--- src/hw/rtl/base64_line_wrapping_encoder_macros.svh ---
// assertion macros for the base64 line wrapping encoder
// expects i_clk and i_rst_n in the scope of use

`ifndef BASE64_LINE_WRAPPING_ENCODER_MACROS_SVH
`define BASE64_LINE_WRAPPING_ENCODER_MACROS_SVH

// same-cycle implication, idle during reset
`define B64_ASSERT_IMPL(label, ante, cons, msg) \
    label: assert property (@(posedge i_clk) disable iff (!i_rst_n) (ante) |-> (cons)) \
        else $error(msg);

// next-cycle implication, idle during reset
`define B64_ASSERT_NEXT(label, ante, cons, msg) \
    label: assert property (@(posedge i_clk) disable iff (!i_rst_n) (ante) |=> (cons)) \
        else $error(msg);

`endif

--- src/hw/rtl/b64_pkg.sv ---
// shared types, constants and the symbol table of the base64 encoder
// no dependencies

package b64_pkg;

    localparam logic [7:0] LINE_LEN_RESET = 8'd76;
    localparam logic [7:0] LINE_LEN_MIN   = 8'd4;

    localparam logic [7:0] CH_PAD   = 8'h3D;
    localparam logic [7:0] CH_PLUS  = 8'h2B;
    localparam logic [7:0] CH_SLASH = 8'h2F;
    localparam logic [7:0] CH_CR    = 8'h0D;
    localparam logic [7:0] CH_LF    = 8'h0A;
    localparam logic [7:0] CH_TAB   = 8'h09;

    // register indexes, decoded from paddr[2]
    localparam logic REG_LINE_LEN = 1'b0;
    localparam logic REG_TAB      = 1'b1;

    // group queue between front and back
    localparam int GRP_QUEUE_DEPTH = 2;
    localparam int GRP_PTR_W       = $clog2(GRP_QUEUE_DEPTH);
    localparam int GRP_CNT_W       = $clog2(GRP_QUEUE_DEPTH + 1);

    typedef struct packed {
        logic [7:0] in_byte;
        logic       final_byte;
    } t_in_item;

    typedef struct packed {
        logic [7:0] out_char;
        logic       run_end;
    } t_out_item;

    // one group of up to three bytes, fill is 1..3
    typedef struct packed {
        logic [7:0] b0;
        logic [7:0] b1;
        logic [7:0] b2;
        logic [1:0] fill;
        logic       fin;
    } t_group;

    typedef struct packed {
        logic [GRP_CNT_W-1:0] count;
        logic                 full;
        logic                 empty;
    } t_q_status;

    typedef enum logic [1:0] {
        BK_CHAR,
        BK_LF,
        BK_TAB
    } t_back_state;

    // standard base64 alphabet
    function automatic logic [7:0] sym(input logic [5:0] v);
        logic [7:0] w;
        w = {2'b00, v};
        if (v < 6'd26) begin
            return 8'h41 + w;
        end else if (v < 6'd52) begin
            return 8'h47 + w;
        end else if (v < 6'd62) begin
            return w - 8'd4;
        end else if (v == 6'd62) begin
            return CH_PLUS;
        end else begin
            return CH_SLASH;
        end
    endfunction

endpackage

--- src/hw/rtl/base64_line_wrapping_encoder.sv ---
// Base64 encoder with line wrapping: one message byte in per transaction, one
// character out per transaction. The front takes a byte every cycle while the
// group queue is not full and packs groups of three (or a shorter final group)
// into a two-entry group queue; the back turns each group into four characters,
// one per cycle while the output register takes them, and puts a CR LF break,
// with a tab when tab_after_break is set, before a character that would
// overrun the line. The input reports full only while the group queue holds
// two groups. Each byte that closes a group causes four to seven characters,
// the last marked by run_end; other bytes cause none. A character leaves
// through an output register that refills in the cycle it is popped, so
// characters can leave every cycle; while a character waits unpopped the back
// holds. line_len below 4 behaves as 4. Configuration lives at byte address 0
// (line_len) and 4 (tab_after_break) and is to be written only while the encoder is idle.
// depends on b64_pkg, b64_front, b64_grp_fifo, b64_back and the macros header

`include "base64_line_wrapping_encoder_macros.svh"

module base64_line_wrapping_encoder (
    input  logic               i_clk,
    input  logic               i_rst_n,
    // input queue side
    input  logic               push,
    output logic               full,
    input  b64_pkg::t_in_item  i_in_item,
    // result queue side
    output logic               empty,
    input  logic               pop,
    output b64_pkg::t_out_item o_out_item,
    // configuration port
    input  logic               psel,
    input  logic               penable,
    input  logic               pwrite,
    input  logic [2:0]         paddr,
    input  logic [31:0]        pwdata,
    output logic [31:0]        prdata,
    output logic               pready
);

    // configuration registers
    logic [7:0] r_line_len;
    logic       r_tab;
    logic       cfg_write;

    // front to queue
    logic               in_accept;
    logic               grp_push;
    b64_pkg::t_group    front_grp;

    // queue to back
    b64_pkg::t_group    head_grp;
    b64_pkg::t_q_status q_status;
    logic               grp_pop;

    // back to output register
    logic               back_valid;
    b64_pkg::t_out_item back_item;
    logic               out_load;

    // output register
    logic               r_out_valid;
    logic               n_out_valid;
    b64_pkg::t_out_item r_out_item;

    // assertion helpers
    logic                          last_out;
    logic                          out_is_break;
    logic                          q_grow;
    logic [b64_pkg::GRP_CNT_W-1:0] q_cnt_inc;

    // ---------------------------------------------------------------
    // configuration port, pready tied high so no access waits
    // ---------------------------------------------------------------
    assign pready    = 1'b1;
    assign cfg_write = psel && penable && pwrite && pready;

    always_ff @(posedge i_clk) begin
        if (!i_rst_n) begin
            r_line_len <= b64_pkg::LINE_LEN_RESET;
            r_tab      <= 1'b0;
        end else if (cfg_write) begin
            unique case (paddr[2])
                b64_pkg::REG_LINE_LEN: r_line_len <= pwdata[7:0];
                b64_pkg::REG_TAB:      r_tab      <= pwdata[0];
                default:               r_tab      <= r_tab;
            endcase
        end
    end

    // reads off word alignment return zero
    always_comb begin
        prdata = 32'd0;
        if (paddr[1:0] == 2'b00) begin
            unique case (paddr[2])
                b64_pkg::REG_LINE_LEN: prdata = {24'd0, r_line_len};
                b64_pkg::REG_TAB:      prdata = {31'd0, r_tab};
                default:               prdata = 32'd0;
            endcase
        end
    end

    // ---------------------------------------------------------------
    // front: byte grouping
    // ---------------------------------------------------------------
    assign full      = q_status.full;
    assign in_accept = push && !full;

    b64_front u_front (
        .i_clk      (i_clk),
        .i_rst_n    (i_rst_n),
        .i_accept   (in_accept),
        .i_item     (i_in_item),
        .o_grp_push (grp_push),
        .o_grp      (front_grp)
    );

    // ---------------------------------------------------------------
    // group queue, decouples the byte rate from the character rate
    // ---------------------------------------------------------------
    b64_grp_fifo u_grp_fifo (
        .i_clk    (i_clk),
        .i_rst_n  (i_rst_n),
        .i_push   (grp_push),
        .i_grp    (front_grp),
        .i_pop    (grp_pop),
        .o_grp    (head_grp),
        .o_status (q_status)
    );

    // ---------------------------------------------------------------
    // back: character sequencer with line wrapping
    // ---------------------------------------------------------------
    b64_back u_back (
        .i_clk       (i_clk),
        .i_rst_n     (i_rst_n),
        .i_grp_valid (!q_status.empty),
        .i_grp       (head_grp),
        .i_line_len  (r_line_len),
        .i_tab       (r_tab),
        .i_out_ready (out_load),
        .o_grp_pop   (grp_pop),
        .o_out_valid (back_valid),
        .o_out_item  (back_item)
    );

    // ---------------------------------------------------------------
    // output register: refills in the cycle its character is popped
    // ---------------------------------------------------------------
    assign out_load = !r_out_valid || pop;

    always_comb begin
        n_out_valid = r_out_valid;
        if (out_load) begin
            n_out_valid = back_valid;
        end
    end

    always_ff @(posedge i_clk) begin
        if (!i_rst_n) begin
            r_out_valid <= 1'b0;
        end else begin
            r_out_valid <= n_out_valid;
        end
    end

    always_ff @(posedge i_clk) begin
        if (out_load && back_valid) begin
            r_out_item <= back_item;
        end
    end

    assign empty      = !r_out_valid;
    assign o_out_item = r_out_item;

    // ---------------------------------------------------------------
    // assertions
    // ---------------------------------------------------------------
    assign last_out     = !empty && o_out_item.run_end;
    assign out_is_break = (o_out_item.out_char == b64_pkg::CH_CR)
                          || (o_out_item.out_char == b64_pkg::CH_LF)
                          || (o_out_item.out_char == b64_pkg::CH_TAB);
    assign q_grow       = grp_push && !grp_pop && !q_status.full;
    assign q_cnt_inc    = q_status.count + 1'b1;

    // the character marked run_end is always a symbol or a pad
    `B64_ASSERT_IMPL(a_run_end_not_break, last_out, !out_is_break, "run_end on a break character")

    // a group pushed without a pop grows the queue by one
    `B64_ASSERT_NEXT(a_queue_grows, q_grow, q_status.count == $past(q_cnt_inc), "group push lost")

endmodule

--- src/hw/rtl/b64_front.sv ---
// front part: gathers bytes into groups of three, or a shorter final group, and hands them on
// depends on b64_pkg

module b64_front (
    input  logic              i_clk,
    input  logic              i_rst_n,
    input  logic              i_accept,
    input  b64_pkg::t_in_item i_item,
    output logic              o_grp_push,
    output b64_pkg::t_group   o_grp
);

    logic [15:0] r_held;
    logic [15:0] n_held;
    logic [1:0]  r_fill;
    logic [1:0]  n_fill;
    logic [1:0]  fill_inc;

    assign fill_inc = r_fill + 2'd1;

    always_comb begin
        o_grp.fill = fill_inc;
        o_grp.fin  = i_item.final_byte;
        o_grp.b0   = r_held[15:8];
        o_grp.b1   = r_held[7:0];
        o_grp.b2   = i_item.in_byte;
        unique case (r_fill)
            2'd0: begin
                o_grp.b0 = i_item.in_byte;
                o_grp.b1 = 8'd0;
                o_grp.b2 = 8'd0;
            end
            2'd1: begin
                o_grp.b1 = i_item.in_byte;
                o_grp.b2 = 8'd0;
            end
            default: begin
                o_grp.fill = 2'd3;
            end
        endcase
    end

    // a group leaves when it is full or the message ends
    assign o_grp_push = i_accept && ((r_fill == 2'd2) || i_item.final_byte);

    always_comb begin
        n_held = r_held;
        n_fill = r_fill;
        if (o_grp_push) begin
            n_held = 16'd0;
            n_fill = 2'd0;
        end else if (i_accept) begin
            n_held = {o_grp.b0, o_grp.b1};
            n_fill = fill_inc;
        end
    end

    always_ff @(posedge i_clk) begin
        if (!i_rst_n) begin
            r_held <= 16'd0;
            r_fill <= 2'd0;
        end else begin
            r_held <= n_held;
            r_fill <= n_fill;
        end
    end

endmodule

--- src/hw/rtl/b64_grp_fifo.sv ---
// short queue of groups between front and back
// depends on b64_pkg

module b64_grp_fifo (
    input  logic                i_clk,
    input  logic                i_rst_n,
    input  logic                i_push,
    input  b64_pkg::t_group     i_grp,
    input  logic                i_pop,
    output b64_pkg::t_group     o_grp,
    output b64_pkg::t_q_status  o_status
);

    b64_pkg::t_group r_mem [b64_pkg::GRP_QUEUE_DEPTH];

    logic [b64_pkg::GRP_PTR_W-1:0] r_wr_ptr;
    logic [b64_pkg::GRP_PTR_W-1:0] r_rd_ptr;
    logic [b64_pkg::GRP_CNT_W-1:0] r_count;
    logic                          do_push;
    logic                          do_pop;

    assign o_status.count = r_count;
    assign o_status.full  = (r_count == b64_pkg::GRP_CNT_W'(b64_pkg::GRP_QUEUE_DEPTH));
    assign o_status.empty = (r_count == '0);

    assign do_push = i_push && !o_status.full;
    assign do_pop  = i_pop && !o_status.empty;
    assign o_grp   = r_mem[r_rd_ptr];

    always_ff @(posedge i_clk) begin
        if (do_push) begin
            r_mem[r_wr_ptr] <= i_grp;
        end
    end

    always_ff @(posedge i_clk) begin
        if (!i_rst_n) begin
            r_wr_ptr <= '0;
            r_rd_ptr <= '0;
            r_count  <= '0;
        end else begin
            if (do_push) begin
                r_wr_ptr <= (r_wr_ptr == b64_pkg::GRP_PTR_W'(b64_pkg::GRP_QUEUE_DEPTH - 1))
                            ? '0 : r_wr_ptr + 1'b1;
            end
            if (do_pop) begin
                r_rd_ptr <= (r_rd_ptr == b64_pkg::GRP_PTR_W'(b64_pkg::GRP_QUEUE_DEPTH - 1))
                            ? '0 : r_rd_ptr + 1'b1;
            end
            if (do_push && !do_pop) begin
                r_count <= r_count + 1'b1;
            end else if (do_pop && !do_push) begin
                r_count <= r_count - 1'b1;
            end
        end
    end

endmodule

--- src/hw/rtl/b64_back.sv ---
// back part: turns a group into characters, inserting line breaks
// depends on b64_pkg

module b64_back (
    input  logic               i_clk,
    input  logic               i_rst_n,
    input  logic               i_grp_valid,
    input  b64_pkg::t_group    i_grp,
    input  logic [7:0]         i_line_len,
    input  logic               i_tab,
    input  logic               i_out_ready,
    output logic               o_grp_pop,
    output logic               o_out_valid,
    output b64_pkg::t_out_item o_out_item
);

    b64_pkg::t_back_state r_state;
    b64_pkg::t_back_state n_state;
    logic [1:0]           r_sym_idx;
    logic [1:0]           n_sym_idx;
    logic [7:0]           r_line_count;
    logic [7:0]           n_line_count;

    logic [7:0] lim;
    logic       need_break;
    logic       advance;
    logic [7:0] sym_char;

    assign lim        = (i_line_len < b64_pkg::LINE_LEN_MIN) ? b64_pkg::LINE_LEN_MIN
                                                             : i_line_len;
    assign need_break = (r_line_count >= lim);
    assign advance    = o_out_valid && i_out_ready;

    // pick the sextet, padding the tail of a short group
    always_comb begin
        unique case (r_sym_idx)
            2'd0: sym_char = b64_pkg::sym(i_grp.b0[7:2]);
            2'd1: sym_char = b64_pkg::sym({i_grp.b0[1:0], i_grp.b1[7:4]});
            2'd2: sym_char = (i_grp.fill >= 2'd2)
                             ? b64_pkg::sym({i_grp.b1[3:0], i_grp.b2[7:6]})
                             : b64_pkg::CH_PAD;
            default: sym_char = (i_grp.fill == 2'd3) ? b64_pkg::sym(i_grp.b2[5:0])
                                                     : b64_pkg::CH_PAD;
        endcase
    end

    // outputs
    always_comb begin
        o_out_valid         = 1'b0;
        o_grp_pop           = 1'b0;
        o_out_item.out_char = sym_char;
        o_out_item.run_end  = 1'b0;
        unique case (r_state)
            b64_pkg::BK_CHAR: begin
                if (i_grp_valid) begin
                    o_out_valid = 1'b1;
                    if (need_break) begin
                        o_out_item.out_char = b64_pkg::CH_CR;
                    end else begin
                        o_out_item.run_end = (r_sym_idx == 2'd3);
                        o_grp_pop          = i_out_ready && (r_sym_idx == 2'd3);
                    end
                end
            end
            b64_pkg::BK_LF: begin
                o_out_valid         = 1'b1;
                o_out_item.out_char = b64_pkg::CH_LF;
            end
            b64_pkg::BK_TAB: begin
                o_out_valid         = 1'b1;
                o_out_item.out_char = b64_pkg::CH_TAB;
            end
            default: begin
                o_out_valid = 1'b0;
            end
        endcase
    end

    // next state
    always_comb begin
        n_state      = r_state;
        n_sym_idx    = r_sym_idx;
        n_line_count = r_line_count;
        unique case (r_state)
            b64_pkg::BK_CHAR: begin
                if (advance) begin
                    if (need_break) begin
                        n_state      = b64_pkg::BK_LF;
                        n_line_count = 8'd0;
                    end else begin
                        n_line_count = r_line_count + 8'd1;
                        n_sym_idx    = r_sym_idx + 2'd1;
                        if ((r_sym_idx == 2'd3) && i_grp.fin) begin
                            n_line_count = 8'd0;
                        end
                    end
                end
            end
            b64_pkg::BK_LF: begin
                if (advance) begin
                    n_state = i_tab ? b64_pkg::BK_TAB : b64_pkg::BK_CHAR;
                end
            end
            b64_pkg::BK_TAB: begin
                if (advance) begin
                    n_state = b64_pkg::BK_CHAR;
                end
            end
            default: begin
                n_state = b64_pkg::BK_CHAR;
            end
        endcase
    end

    always_ff @(posedge i_clk) begin
        if (!i_rst_n) begin
            r_state      <= b64_pkg::BK_CHAR;
            r_sym_idx    <= 2'd0;
            r_line_count <= 8'd0;
        end else begin
            r_state      <= n_state;
            r_sym_idx    <= n_sym_idx;
            r_line_count <= n_line_count;
        end
    end

endmodule

--- config.mk ---
export PLATFORM = sky130hd
export DESIGN_NAME = base64_line_wrapping_encoder
export DESIGN_NICKNAME = d
export VERILOG_FILES = /design/src/hw/rtl/b64_pkg.sv /design/src/hw/rtl/base64_line_wrapping_encoder.sv /design/src/hw/rtl/b64_front.sv /design/src/hw/rtl/b64_grp_fifo.sv /design/src/hw/rtl/b64_back.sv
export VERILOG_INCLUDE_DIRS = /design/src /design/src/hw/rtl
export SDC_FILE = /design/constraint.sdc
export NUM_CORES = 1
export LEC_CHECK = 0
export ABC_AREA = 1
export BUFFER_PORTS_ARGS = -buffer_cell sky130_fd_sc_hd__buf_2
export CELL_PAD_IN_SITES_DETAIL_PLACEMENT = 0
export CELL_PAD_IN_SITES_GLOBAL_PLACEMENT = 2
export CORE_MARGIN = 3
export CORE_UTILIZATION = 31
export DETAILED_ROUTE_END_ITERATION = 6
export HOLD_SLACK_MARGIN = 0.02
export PLACE_DENSITY_LB_ADDON = 0.1
export SLEW_MARGIN = 40
export SYNTH_ARGS = -nofsm -noshare
export SYNTH_HDL_FRONTEND = slang
export SYNTH_SLANG_ARGS = --single-unit
--- constraint.sdc ---
create_clock -name i_clk -period 2.5 [get_ports i_clk]
set_clock_uncertainty 0.1 [all_clocks]
set_input_delay 0.375 -clock i_clk [delete_from_list [all_inputs] [get_ports i_clk]]
set_output_delay 0.375 -clock i_clk [all_outputs]
set_load 0.03 [all_outputs]
**Yosys cells after proc, flatten, opt, wreduce, memory -nomap -nowiden**

Memory sizes are Yosys's and may differ from the RTL's. A register that Yosys moved wholly into a read port is not among the register bits.
Cells that the tools add are included.

- $add $sub $neg: 19
- Magnitude comparators: 15
- Equality and inequality tests: 17
- Mux-type cells: 50
- Bitwise operators: 4
- Reduce and logical (&&, ||, !) cells: 33

Operators with widths:

| operator | number |
|---|---|
| $mux 8 | 19 |
| $add 7x6->8 const A | 8 |
| $pmux 32 s2 | 1 |
| $lt 6x6->1 const B | 8 |
| $pmux 8 s3 | 2 |
| $mux 32 | 1 |
| $pmux 16 s2 | 1 |
| $sub 6x3->7 const B | 4 |
| $eq 6x6->1 const B | 4 |
| $lt 6x5->1 const B | 4 |
| $mux 2 | 8 |
| $eq 2x2->1 const B | 6 |
| $mux 3 | 4 |
| $logic_and 1x1->1 | 11 |
| $mux 1 | 11 |
| $logic_not 2->1 | 5 |
| $mux 9 | 1 |
| $add 8x1->8 const B | 1 |
| $ge 8x8->1 | 1 |
| $lt 8x3->1 const B | 1 |
| $ne 2x1->1 const B | 4 |
| $add 2x1->2 const B | 3 |
| $eq 2x1->1 const B | 3 |
| $pmux 2 s3 | 1 |
| 13 further kinds | 26 |

- Flip-flop bits (word level): 53
- RAM bits: 54
- Output and inout bits: 44
- Logic and storage cells: 152
- Memories kept: 1

Memories:

| name | words | width | rd ports | clocked after memory_dff | wr ports | line | source |
|---|---|---|---|---|---|---|---|
| u_grp_fifo.r_mem | 2 | 27 | 1 | 1 | 1 | b64_grp_fifo.sv:14 | `b64_pkg::t_group r_mem [b64_pkg::GRP_QUEUE_DEPTH];` |

**Longest topological paths before layout**

Gate-level depths: netlist of the first run.

- Word-level depth: 10
- Mapped depth: 19
- Mapped depth without buffers: 19

**Hierarchy**

From an unflattened synthesis of the first run, not the netlist that was laid out.

- Cell total of the unflattened synthesis: 904
- Area total of the unflattened synthesis: 7221.9 um^2

By module, submodules not included:

| module | instances | cells an instance | area an instance (um^2) | sequential area each (um^2) |
|---|---|---|---|---|
| b64_back | 1 | 484 | 2793.9 | 240.2 |
| b64_grp_fifo | 1 | 122 | 2297.2 | 1721.7 |
| b64_front | 1 | 177 | 1143.6 | 360.3 |
| base64_line_wrapping_encoder | 1 | 121 | 987.2 | 470.5 |

**Worst setup path before layout of the first run**

Ideal clock, no wire load.

- Path kind: reg-to-reg
- Start point: reg r_line_len[5]
- End point: reg u_grp_fifo.r_count[1] (netlist name)
- Setup time: 0.122 ns
- Data arrival time: 2.546 ns
- Data required time: 2.278 ns
- Slack: -0.268 ns
- Stages on the path, launching flop included: 19
- Path buffers: 0
- Clock period less this slack: 2.768 ns
- Cells stage by stage: dfxtp_1 nor4_1 nand3_1 nand2_1 inv_1 ha_1 nand2_1 o21ai_0 nand2_1 nand3_1 nor2_1 inv_1 nor3_1 inv_1 ha_1 a21oi_1 o21ai_0 o21ai_0 a21oi_1

- Cells in the longest elaborated chain, start to end: 10
- Elaborated cells on any way between the ends: 12

RTL lines:

| what | line | source |
|---|---|---|
| start, declared | base64_line_wrapping_encoder.sv:40 | `logic [7:0] r_line_len;` |
| start signal, assigned | base64_line_wrapping_encoder.sv:78 | `r_line_len <= b64_pkg::LINE_LEN_RESET;` |
| start signal, assigned | base64_line_wrapping_encoder.sv:82 | `b64_pkg::REG_LINE_LEN: r_line_len <= pwdata[7:0];` |
| $lt 8x3->1 | b64_back.sv:29 | `assign lim = (i_line_len < b64_pkg::LINE_LEN_MIN) ? b64_pkg::LINE_LEN_MIN` |
| $mux 8 (*) | b64_back.sv:29 |  |
| $ge 8x8->1 (*) | b64_back.sv:31 | `assign need_break = (r_line_count >= lim);` |
| $mux 1 (*) | b64_back.sv:57 | `if (need_break) begin` |
| $mux 1 (*) | b64_back.sv:55 | `if (i_grp_valid) begin` |
| $mux 1 (*) | b64_back.sv:53 | `unique case (r_state)` |
| $logic_and 1x1->1 (*) | b64_grp_fifo.sv:27 | `assign do_pop = i_pop && !o_status.empty;` |
| $logic_not 1->1 | b64_grp_fifo.sv:50 | `if (do_push && !do_pop) begin` |
| $logic_and 1x1->1 | b64_grp_fifo.sv:50 |  |
| $mux 2 / $reduce_bool 2->1 (equally long branches) | - |  |
| end signal, assigned | b64_grp_fifo.sv:51 | `r_count <= r_count + 1'b1;` |
| end signal, assigned | b64_grp_fifo.sv:53 | `r_count <= r_count - 1'b1;` |
| end, declared | b64_grp_fifo.sv:18 | `logic [b64_pkg::GRP_CNT_W-1:0] r_count;` |

Every way passes the cells marked *; elsewhere a longest branch is shown, timed or not.
A chain may end at the register's enable or synchronous reset.

**Worst setup path in the final report of the first run**

- Start point: reg r_line_len[7]
- End point: reg u_grp_fifo.r_count[1] (netlist name)

The elaborated chain is that of the path after synthesis.

==> flow_metrics.tcl, run 1 <==
set metrics [dict create \
    clk_transition_reported_paths_ns 0.07 \
    yosysTopAreaCellShare_pct 27.5 \
    final_max_slew_viol_count 0 \
    synthCells 854 \
    synth_area_mm2 0.00689 \
    antenna_left 0 \
    route.detailed.drc 0 \
    clock_power_share_pct 27.5 \
    initial_utilization_pct 32.2 \
    clockRootBuffer "clkbuf_16" \
    layout_common_cells "157 x nand2_1, 101 x inv_1, 91 x buf_4, 76 x nor2_1, 63 x edfxtp_1" \
    chipHeight_um 155 \
    cp-startpoint "r_line_len[7]" \
    drive_above_1_share_pct 27.3 \
    clock_latency_ns 0.36 \
    fin_area_mm2 0.00851 \
    critPathCaptureType "flop" \
    nets 1081 \
    hp-start "pwdata[6]" \
    cts_tree "done" \
    p_int_mw 3.72 \
    gp_routability_congestion 0.849 \
    seq_area_frac_synth_pct 40.6 \
    coreArea_mm2 0.0214 \
    first_pass_iters 4 \
    ctsLongestPathBuffers 2 \
    violations "setup timing" \
    setup_viol 2 \
    synth_area_leader_cell "edfxtp_1" \
    utilization_pct 39.7 \
    avgSynthCellArea_um2 8.06 \
    critPathLaunchType "flop" \
    path_class "flop to flop" \
    p_sw_mw 2.05 \
    timing.fmax_mhz 367 \
    cp_slowest_cell "dfxtp_2" \
    multiInputGateArea_mm2 0.00362 \
    initialDrtViolationCount 227 \
    sequentialPowerShare_pct 38.5 \
    setup_ws_ns -0.227 \
    async_reset_ff_share_pct 0 \
    crit_fanout 3 \
    swShare_pct 35.5 \
    max_stage_delay_ns 0.33 \
    io_buffer_count 45 \
    design_power_total_mw 5.77 \
    dpl.hpwl_um 14400 \
    ios 95 \
    antenna_found_initial 0 \
    groute.usage.overall_pct 15.1 \
    rsz0062_at_grt "true" \
    synth_edf_count 63 \
    dieArea_mm2 0.0240 \
    slew_headroom_pct 54.7 \
    dpl-instance-area_mm2 0.00795 \
    period_needed_ns 2.73 \
    clock-sinks 108 \
    grt_start_max_net_pins 28 \
    rows 53 \
    synthFlopType "edfxtp_1" \
    pwr-share-comb_pct 33.9 \
    cts.htree.levels 3 \
    p_leak_nw 3.82 \
    viasPerCell 4.56 \
    diodes 0 \
    pwr_density_cell_mw_per_mm2 678 \
    status "complete, but fails checks" \
    yosysUniqueCellTypes 48 \
    cp.arrival_ns 2.87 \
    final-seq-area_mm2 0.00280 \
    ys_seq_elements 108 \
    synth_area_leaders "edfxtp_1 27%, dfxtp_1 13%, nand2_1 8.8%" \
    routedWlPerCell_um 14.4 \
    final_common_cell "nand2_1" \
    via_count 5778 \
    timing.final.crit_share_pct 109 \
    r2r-start "r_line_len[7]" \
    hold_viol 0 \
    dp_cells 1245 \
    grt_pass1_vias 5582 \
    fp.dieW_um 155 \
    max-cap-violations 0 \
    grt_pass1_wl_um 28800 \
    synthToLayoutAreaGrowth_pct 23.5 \
    path_cells "nor4_2 > nand3_1 > nand2_1 > inv_2 > ha_4 > nand2_2 > inv_1 > nand4_1 > nand3_2 > nor2_2 > inv_2 > nor3_2 > inv_1 > ha_4 > a21oi_2 > o21ai_2 > o21ai_1 > a21oi_1" \
    stdcell_count 1266 \
    min_path_type "primary input to flop" \
    cp.required_ns 2.64 \
    worst_slew_pin_slew_ns 0.678 \
    irDropWorstVdd_mv 0.475 \
    ys_warn_count 0 \
    overflow 0 \
    wl_um 18200 \
    filler_cell_count 2225 \
    tns_ns -0.343 \
    cts_buffers 9 \
]
==> registers in the layout, indices dropped and copies added (netlist names), named ones only <==
| register | cells |
|---|---|
| r_line_len | 8 |
| u_grp_fifo.r_count | 2 |
| o_out_item | 9 |
| u_back.r_state | 2 |
| u_back.r_line_count | 8 |
| r_tab | 1 |
| u_grp_fifo.r_wr_ptr | 1 |
| u_front.r_held | 16 |
| r_out_valid | 1 |
| u_front.r_fill | 2 |
| u_grp_fifo.r_mem | 54 |
| u_grp_fifo.r_rd_ptr | 1 |
| u_back.r_sym_idx | 2 |
==> layout make-up <==
type	count	area share [%]
clock buffer	9	2.65
clock inverter	7	1.12
inverter	121	5.40
multi-input combinational	605	42.6
sequential	108	32.9
tap	275	4.04
timing repair buffer	141	11.3
==> routing by layer <==
metal | share of wire, % | up-vias | GRT usage [%]
met4 | 1.2 | 0 | 4.21
met5 | 0 | - | 0
li1 | - | 3013 | -
met2 | 45 | 94 | 23.9
met1 | 51 | 2655 | 21.6
met3 | 2.7 | 16 | 2.11
==> critical path: cells and delay by family (launching register included) <==
kind,cells,cell delay [ns]
DFF,1,0.33
buffers and inverters,4,0.24
adders and majority gates,2,0.43
AOI/OAI and AO/OA,4,0.37
and+or+nand+nor,8,1.14
==> stage by stage <==
step	setup slack (ns)	hold WS [ns]
3_5_place_dp	-0.248	0.354
5_1_grt	-0.393	0.132
2_1_floorplan	-0.102	0.337
6_report	-0.227	0.135
3_3_place_gp	-0.198	0.347
4_1_cts	-0.120	0.124
==> cell usage after synthesis (13+ instances only) <==
cell,n
a21oi_1,57
dfxtp_1,45
nand2_1,162
inv_1,105
nand2_2,26
nor2_1,81
buf_4,27
o21ai_0,45
inv_2,14
nand3_1,37
xor2_1,13
edfxtp_1,63
ha_1,44
==> logic make-up (layout without fill, tap and decap cells) <==
logic type / count (synthesis) / count (layout) / synth area share (%)
buffers and inverters: 164 / 278 / 11.0
XOR/XNOR: 24 / 24 / 3.05
flip-flops: 108 / 108 / 40.6
AND/OR/NAND/NOR: 356 / 356 / 24.0
AO/OA/AOI/OAI: 156 / 156 / 13.3
adder cells (fa/ha/maj): 44 / 44 / 7.99
other: 2 / 25 / 0.109
==> final timing paths <==
check	depth (start not counted)	slack, ns	to
worst min register to register	2	0.36	u_front.r_held[11]
worst max-delay path	18	-0.23	u_grp_fifo.r_count[1]
worst max register to register	18	-0.23	u_grp_fifo.r_count[1]
worst min-delay path	3	0.14	r_line_len[6]
==> power by group through the flow <==
stage,Sequential (mW),Clock [mW],Combinational (mW)
after floorplan,2.41,0,1.11
after global placement,2.25,0,1.87
after detailed placement,2.26,0,1.89
after CTS,2.22,1.63,1.91
after global routing,2.24,1.70,2.19
final,2.22,1.59,1.96
==> repair_timing <==
item	CTS	global route
hold buffers	0	0
pin swaps	9	20
endpoints found under the hold margin	0	0
setup endpoints to repair	8	15
resized for setup	14	48
setup buffers	2	5
(Power assumes the default switching activity.)
==> inputs of run 2 (changes only) <==
- CORE_UTILIZATION: 31 -> 34
- clock period: 2.5 -> 2.6 ns (I/O delays scaled with it)
==> run 2 against run 1 <==
Compared with the run above: the run still ends with setup timing left; non-clock buffer count shrank 55; hold slack gained 0.010 ns; combinational power shrank 11%; clock power shrank 13%; via count shrank 3.7%; die area shrank 8.5%; count of clock-buffer cells in the layout grew 1.
==> flow_metrics.tcl, run 2 (synthesis gave the netlist of run 1 again) <==
set metrics [dict create \
    timing.final.crit_share_pct 100 \
    viasPerCell 4.63 \
    cp.required_ns 2.74 \
    min_path_type "primary input to flop" \
    fin_area_mm2 0.00798 \
    antenna_left 0 \
    p_sw_mw 1.94 \
    filler_cell_count 2078 \
    drive_above_1_share_pct 21.9 \
    swShare_pct 36.9 \
    setup_viol 1 \
    coreArea_mm2 0.0197 \
    crit_fanout 3 \
    cp.arrival_ns 2.74 \
    synthToLayoutAreaGrowth_pct 15.9 \
    grt_pass1_vias 5282 \
    initialDrtViolationCount 332 \
    clk_transition_reported_paths_ns 0.08 \
    fp.dieW_um 148 \
    first_pass_iters 4 \
    setup_ws_ns -0.00174 \
    gp_routability_congestion 0.872 \
    cts_tree "done" \
    critPathLaunchType "flop" \
    grt_start_max_net_pins 28 \
    pwr_density_cell_mw_per_mm2 660 \
    wl_um 17200 \
    sequentialPowerShare_pct 40.6 \
    routedWlPerCell_um 14.3 \
    clockRootBuffer "clkbuf_16" \
    cts_buffers 9 \
    p_int_mw 3.32 \
    slew_headroom_pct 55.6 \
    largest_register_ffs 54 \
    chipHeight_um 148 \
    p_leak_nw 3.53 \
    rows 51 \
    initial_utilization_pct 35.0 \
    period_needed_ns 2.60 \
    largest-register "u_grp_fifo.r_mem" \
    dp_cells 1181 \
    hold_viol 0 \
    status "complete, but fails checks" \
    antenna_found_initial 0 \
    cts.htree.levels 3 \
    pwr-share-comb_pct 33.2 \
    critPathCaptureType "flop" \
    overflow 0 \
    tns_ns -0.00174 \
    ios 95 \
    design_power_total_mw 5.26 \
    irDropWorstVdd_mv 0.320 \
    path_class "flop to flop" \
    io_buffer_count 45 \
    diodes 0 \
    grt_pass1_wl_um 27400 \
    layout_common_cells "161 x nand2_1, 100 x inv_1, 76 x nor2_1, 63 x edfxtp_1, 54 x a21oi_1" \
    nets 1026 \
    stdcell_count 1201 \
    route.detailed.drc 0 \
    final_common_cell "nand2_1" \
    violations "setup timing" \
    rsz0062_at_grt "true" \
    cts-hold-fix-buffers 0 \
    via_count 5562 \
    dpl-instance-area_mm2 0.00754 \
    worst_slew_pin_slew_ns 0.664 \
    timing.fmax_mhz 384 \
    clock_power_share_pct 26.2 \
    groute.usage.overall_pct 15.6 \
    ctsLongestPathBuffers 2 \
    dpl_worst_slack_ns -0.171 \
    clock-sinks 108 \
    dieArea_mm2 0.0220 \
    dpl.hpwl_um 13500 \
    max-cap-violations 0 \
    clock_latency_ns 0.35 \
    final_max_slew_viol_count 0 \
]
-- run 2: cell count changes in the layout (fill, tap and decap cells not counted), moves of 3 or more --
cell,previous run,this run
buf_4,91,35
o21ai_1,18,14
nand2_1,157,161
o21ai_0,31,37
nand2_2,28,25
o21ai_4,4,1
-- run 2: layout make-up --
type	instances	area, um^2	area share [%]
inverters	121	455	5.71
well taps	265	332	4.16
clock inverters	6	53.8	0.674
multi-input cells	605	3540	44.4
flip-flops and latches	108	2800	35.0
clock buffers	10	239	3.00
repair buffers	86	564	7.07
-- run 2: path summary, 6_finish.rpt --
check                          from                     to  slack [ns]  cells past startpoint
setup reg to reg      r_line_len[5]  u_grp_fifo.r_count[1]      -0.002                     18
hold / removal            pwdata[2]          r_line_len[2]        0.15                      3
hold reg to reg   u_front.r_held[2]      u_front.r_held[2]        0.36                      2
setup / recovery      r_line_len[5]  u_grp_fifo.r_count[1]      -0.002                     18
-- run 2: metrics by stage --
stage	util, %	hold WS, ns
2_1_floorplan	-	0.337
3_3_place_gp	38.4	0.347
3_5_place_dp	38.4	0.353
4_1_cts	40.0	0.130
5_1_grt	40.6	0.144
6_report	40.6	0.146
-- run 2: worst max-delay path, cell delays in order, from the launching register on --
cell     delay, ns
dfxtp_2       0.33
nor4_2        0.25
nand3_1       0.14
nand2_1       0.09
inv_1         0.04
ha_1          0.27
nand2_1       0.08
inv_1         0.04
nand4_1       0.09
nand3_2       0.12
nor2_2        0.11
inv_2         0.06
nor3_4        0.14
inv_2         0.06
ha_4          0.22
a21oi_2       0.12
o21ai_2       0.07
o21ai_1       0.11
a21oi_1       0.05
-- run 2: power groups by stage --
stage | sequential, mW | combinational [mW] | clock, mW
floorplan | 2.31 | 1.07 | 0
global placement | 2.17 | 1.69 | 0
detailed placement | 2.17 | 1.70 | 0
CTS | 2.13 | 1.71 | 1.43
global route | 2.16 | 1.97 | 1.49
finish | 2.13 | 1.75 | 1.38
-- run 2: routing by layer --
layer  wire length [um]  share of wire [%]  global-route usage, %  vias up
met2               7590                 44                   24.4      112
met3                675                3.9                   2.32       15
met4                189                1.1                   3.56        0
met5                  0                  0                      0        -
li1                   -                  -                      -     2900
met1               8730                 51                   22.7     2535
-- run 2: timing repair --
action | CTS | global route
pin swaps | 8 | 9
resized for setup | 5 | 33
setup buffers | 1 | 4
endpoints found under the setup margin | 2 | 16
